--- config.mk ---
export PLATFORM = sky130hd
export DESIGN_NAME = obst_ctrl
export DESIGN_NICKNAME = d
export VERILOG_FILES = /design/src/rtl/obst_pkg.sv /design/src/rtl/obst_ctrl.sv
export SDC_FILE = /design/constraint.sdc
export NUM_CORES = 1
export LEC_CHECK = 0
export BUFFER_PORTS_ARGS = -buffer_cell sky130_fd_sc_hd__buf_2
export CORE_AREA = 2 2 39 41
export DETAILED_ROUTE_END_ITERATION = 8
export DIE_AREA = 0 0 41 43
export HOLD_SLACK_MARGIN = 0.06
export PLACE_DENSITY = 0.61
export SLEW_MARGIN = 25
export SYNTH_ARGS = -nofsm -noshare
export SYNTH_HDL_FRONTEND = slang
export SYNTH_SLANG_ARGS = --single-unit
--- constraint.sdc ---
create_clock -name clk -period 1.1 [get_ports clk]
set_input_delay 0.055 -clock clk [delete_from_list [all_inputs] [get_ports clk]]
set_output_delay 0.055 -clock clk [all_outputs]
set_load 0.01 [all_outputs]
--- src/rtl/obst_pkg.sv ---
// Shared types, codes and widths of the optimal search tree block.
package obst_pkg;

  localparam int MAX_KEYS_DEF    = 16;
  localparam int WEIGHT_BITS_DEF = 16;
  localparam int KEY_W           = 5;
  localparam int REL_W           = 2;
  localparam int COST_W          = 26;

  localparam logic [REL_W-1:0] REL_ROOT  = 2'd0;
  localparam logic [REL_W-1:0] REL_LEFT  = 2'd1;
  localparam logic [REL_W-1:0] REL_RIGHT = 2'd2;
  localparam logic [REL_W-1:0] REL_EMPTY = 2'd3;

  typedef enum logic [3:0] {
    S_LOAD,
    S_CELL_RD,
    S_CELL_W,
    S_CAND,
    S_CELL_WR,
    S_LIST_RD,
    S_LIST_TOT,
    S_EMPTY,
    S_POP,
    S_ROOT,
    S_EMIT,
    S_PUSH
  } state_t;

  typedef struct packed {
    logic load;
    logic cell_rd;
    logic cell_w;
    logic cand;
    logic cell_wr;
    logic list_rd;
    logic list_tot;
    logic pop;
    logic root;
    logic emit;
    logic emit_empty;
    logic push_l;
  } cmd_t;

  typedef struct packed {
    logic load_empty;
    logic r_done;
    logic cell_last;
    logic span_empty;
    logic pop_done;
  } sts_t;

endpackage

--- src/rtl/obst_ctrl.sv ---
// Sequencer for loading, table fill and preorder listing.
module obst_ctrl (
  input  logic          clk,
  input  logic          rst,
  input  logic          start,
  input  logic          last,
  input  obst_pkg::sts_t sts,
  output obst_pkg::cmd_t cmd,
  output logic          busy
);
  import obst_pkg::*;

  state_t state, state_next;

  always_ff @(posedge clk) begin
    if (rst) begin
      state <= S_LOAD;
    end else begin
      state <= state_next;
    end
  end

  always_comb begin
    state_next = state;
    case (state)
      S_LOAD: begin
        if (start && last) begin
          state_next = sts.load_empty ? S_LIST_RD : S_CELL_RD;
        end
      end
      S_CELL_RD:  state_next = S_CELL_W;
      S_CELL_W:   state_next = S_CAND;
      S_CAND: begin
        if (sts.r_done) begin
          state_next = S_CELL_WR;
        end
      end
      S_CELL_WR:  state_next = sts.cell_last ? S_LIST_RD : S_CELL_RD;
      S_LIST_RD:  state_next = S_LIST_TOT;
      S_LIST_TOT: state_next = sts.span_empty ? S_EMPTY : S_POP;
      S_EMPTY:    state_next = S_LOAD;
      S_POP:      state_next = sts.pop_done ? S_LOAD : S_ROOT;
      S_ROOT:     state_next = S_EMIT;
      S_EMIT:     state_next = S_PUSH;
      S_PUSH:     state_next = S_POP;
      default:    state_next = S_LOAD;
    endcase
  end

  always_comb begin
    cmd            = '0;
    busy           = 1'b1;
    case (state)
      S_LOAD: begin
        busy     = 1'b0;
        cmd.load = start;
      end
      S_CELL_RD:  cmd.cell_rd    = 1'b1;
      S_CELL_W:   cmd.cell_w     = 1'b1;
      S_CAND:     cmd.cand       = 1'b1;
      S_CELL_WR:  cmd.cell_wr    = 1'b1;
      S_LIST_RD:  cmd.list_rd    = 1'b1;
      S_LIST_TOT: cmd.list_tot   = 1'b1;
      S_EMPTY:    cmd.emit_empty = 1'b1;
      S_POP:      cmd.pop        = !sts.pop_done;
      S_ROOT:     cmd.root       = 1'b1;
      S_EMIT:     cmd.emit       = 1'b1;
      S_PUSH:     cmd.push_l     = 1'b1;
      default:    cmd            = '0;
    endcase
  end

endmodule

==> reports/results.ini <==
[yosys]
synth_area_sq_um = 374
synth_top_area_frac = 0.214
synth_common_cells = nand2_1 (8), nor2_1 (8), nor3_1 (6)
syn_area_per_cell_sq_um = 6.80
yosysUniqueCellTypes = 24
synthArstFlopShare = 0
synth-edff-count = 0
synth_fp_nets = 64
ys_top_cells_by_area = dfxtp_1 (21%), nor3_1 (8.0%), nand2_1 (8.0%)
synth_seq_area_share = 0.214
ys_seq_elements = 4
ys_warn_count = 0
synthCells = 55
synthFlopType = dfxtp_1
synth_area_leader_cell = dfxtp_1

[setup_path]
start_kind = flip-flop
crit_chain = buf_6 > a21o_1 > a32o_2 > a311oi_2
r2r-end = state[2]$_SDFFE_PP0P_
slowest_stage = dfxtp_4
slowest_delay_ns = 0.36
reg2reg_from = state[0]$_SDFFE_PP0P_
cp_data_required_time_ns = 1.24
end_kind = flip-flop
path_max_fanout = 6
crit_family = compound AO/OA/AOI/OAI gates
arrival_ns = 1.39
crit_path_start = state[0]$_SDFFE_PP0P_
ff2ff_path_depth = 4
rrSetupSlack_ns = -0.15
critPathKind = flip-flop to flip-flop
cp.depth = 4
endpoint = state[2]$_SDFFE_PP0P_
cp_num_buf_inv = 1

[power_and_ir_drop]
powerDensity_nw_per_um2 = 1860
p_leak_nw = 0.406
power_mw = 1.60
ir_drop_uv = 723

[timing]
drv_slew = 0
hold_violations = 0
worst_slack_ns = -0.149
worst_pin_slew_ns = 0.282
max_freq_mhz = 800
setup_viol = 17
period_needed_ns = 1.25
slew_headroom = 0.812
period_share = 1.14
clock_skew_ns = 0.00331
rsz0062_at_grt = yes
hold-worst-slack_ns = 0.114

[final_layout]
reg.largest.list = state x4
area_growth_pct = 129
instances_no_fill = 113
regMostFlops = state
nNetsFinal = 108
drive_above_1_share = 0.732
n_antenna_cell = 0
largest_reg_flops = 4

[die]
die_area_sq_um = 1760
fp.dieW_um = 41
start_util = 0.270
core_area_sq_um = 1380
rows = 14
ioPinCount = 22
die_h_um = 43

[placed_design]
dpl.cell_count = 100
dp_hpwl_um = 946
post-place-ws_ns = -0.130
numPortBuffers = 21
place.gp.congestion = 0.800

[clock_network]
clkLatencyLatePin_ns = 0.23
clockRootBuffer = clkbuf_4
cts_max_level = 1
cts_tree = done
cts.path.max_buffers = 2
clock-sinks = 4
cts_buffers = 3
clk_pin_slew_ns = 0.04

[worst_hold_path]
hp-class = primary input to flip-flop

[detailed_routing]
drc = 0
via_per_inst = 5.50
first_pass_iters = 4
initialDrtViolationCount = 15
vias = 621
drt_wl_total_mm = 1.77
wl_per_cell_um = 15.7
drtAntennaViolNets = 0

[outcome]
run_status = complete, but fails checks
violations = setup timing

[global_routing]
grt_pass1_wl_mm = 2.70
grt_pass1_vias = 589
antenna_found_initial = 0
grt_max_degree = 9
track_usage = 0.229
grt_overflow = 0

[flow_run]
maxCapViolCount = 0

-- report_power, final --
part | internal [mW] | leakage, nW | switching (mW)
clock network | 0.122 | 0.0138 | 0.0596
logic | 0.580 | 0.357 | 0.515
registers | 0.203 | 0.0356 | 0.117
total | 0.905 | 0.406 | 0.691
-- per-stage QoR --
stage | area [sq um] | setup TNS [ns] | utilization
4_1_cts | 753 | -1.12 | 0.544
6_report | 856 | -1.37 | 0.618
3_5_place_dp | 576 | -0.346 | 0.416
2_1_floorplan | 385 | -0.000920 | -
5_1_grt | 856 | -2.14 | 0.618
3_3_place_gp | 576 | -0.345 | 0.416
-- cells in the final DEF (no fill, tap or decap) --
cell type	count
o31ai_2	1
or4_4	1
nor2b_1	1
buf_4	11
a32o_2	1
or4_1	1
a21oi_1	1
a221oi_1	1
a311o_1	2
o21ai_0	2
a211oi_2	1
and3_1	1
nand3b_1	2
dlygate4sd3_1	2
nand2_1	5
clkbuf_4	3
nor3_1	1
o21a_1	1
nor3_2	3
buf_6	8
inv_4	1
buf_8	2
nor2_1	3
a311oi_2	1
nor3_4	2
dfxtp_4	4
inv_1	1
nor4_2	1
nor2_2	4
nor3b_1	1
nor2_4	1
nand2b_4	3
a21o_1	1
nand2_4	3
buf_2	20
-- worst reg2reg max path: cells and delay by family (launching register included) --
kind	cells	cell delay, ns
compound gates	3	0.66
flops	1	0.36
buf+inv	1	0.13
-- cell type report --
type                       count  area (sq um)
timing repair buffer          43           323
multi-input combinational     45           385
clock buffer                   3          22.5
inverter                       2          10.0
fill                         115           528
tap                           16          20.0
sequential                     4          95.1
-- worst min path at each step --
stage / to / slack (ns) / startpoint / cells past startpoint
3_3_place_gp: state[3]$_SDFFE_PP0P_ / 0.30 / rst / 2
4_1_cts: state[2]$_SDFFE_PP0P_ / 0.11 / sts[4] / 3
2_1_floorplan: state[3]$_SDFFE_PP0P_ / 0.13 / rst / 1
6_report: state[2]$_SDFFE_PP0P_ / 0.11 / sts[4] / 3
5_1_grt: state[2]$_SDFFE_PP0P_ / 0.13 / sts[4] / 3
3_5_place_dp: state[3]$_SDFFE_PP0P_ / 0.31 / rst / 2
-- logic make-up (layout without fill, tap and decap cells) --
logic type	Yosys count	after routing	synth area share
DFF	4	4	0.214
buffers and inverters	6	48	0.0803
and+or+nand+nor	33	33	0.442
AOI/OAI and AO/OA	12	12	0.264
-- metal layers --
metal  share of wire  up-vias  GRT usage
li1                -      291          -
met1            0.41      301      0.294
met2            0.52       25      0.353
met3           0.055        4     0.0314
met4           0.010        0      0.120
met5               0        -          0
-- timing repair --
action | CTS | global route
cloned | 0 | 0
hold endpoints to repair | 1 | 0
setup buffers | 6 | 2
hold buffers | 2 | 0
resized for setup | 26 | 21
endpoints found under the setup margin | 17 | 17
pin swaps | 9 | 4
No activity file was read; power rests on OpenSTA's default activity.
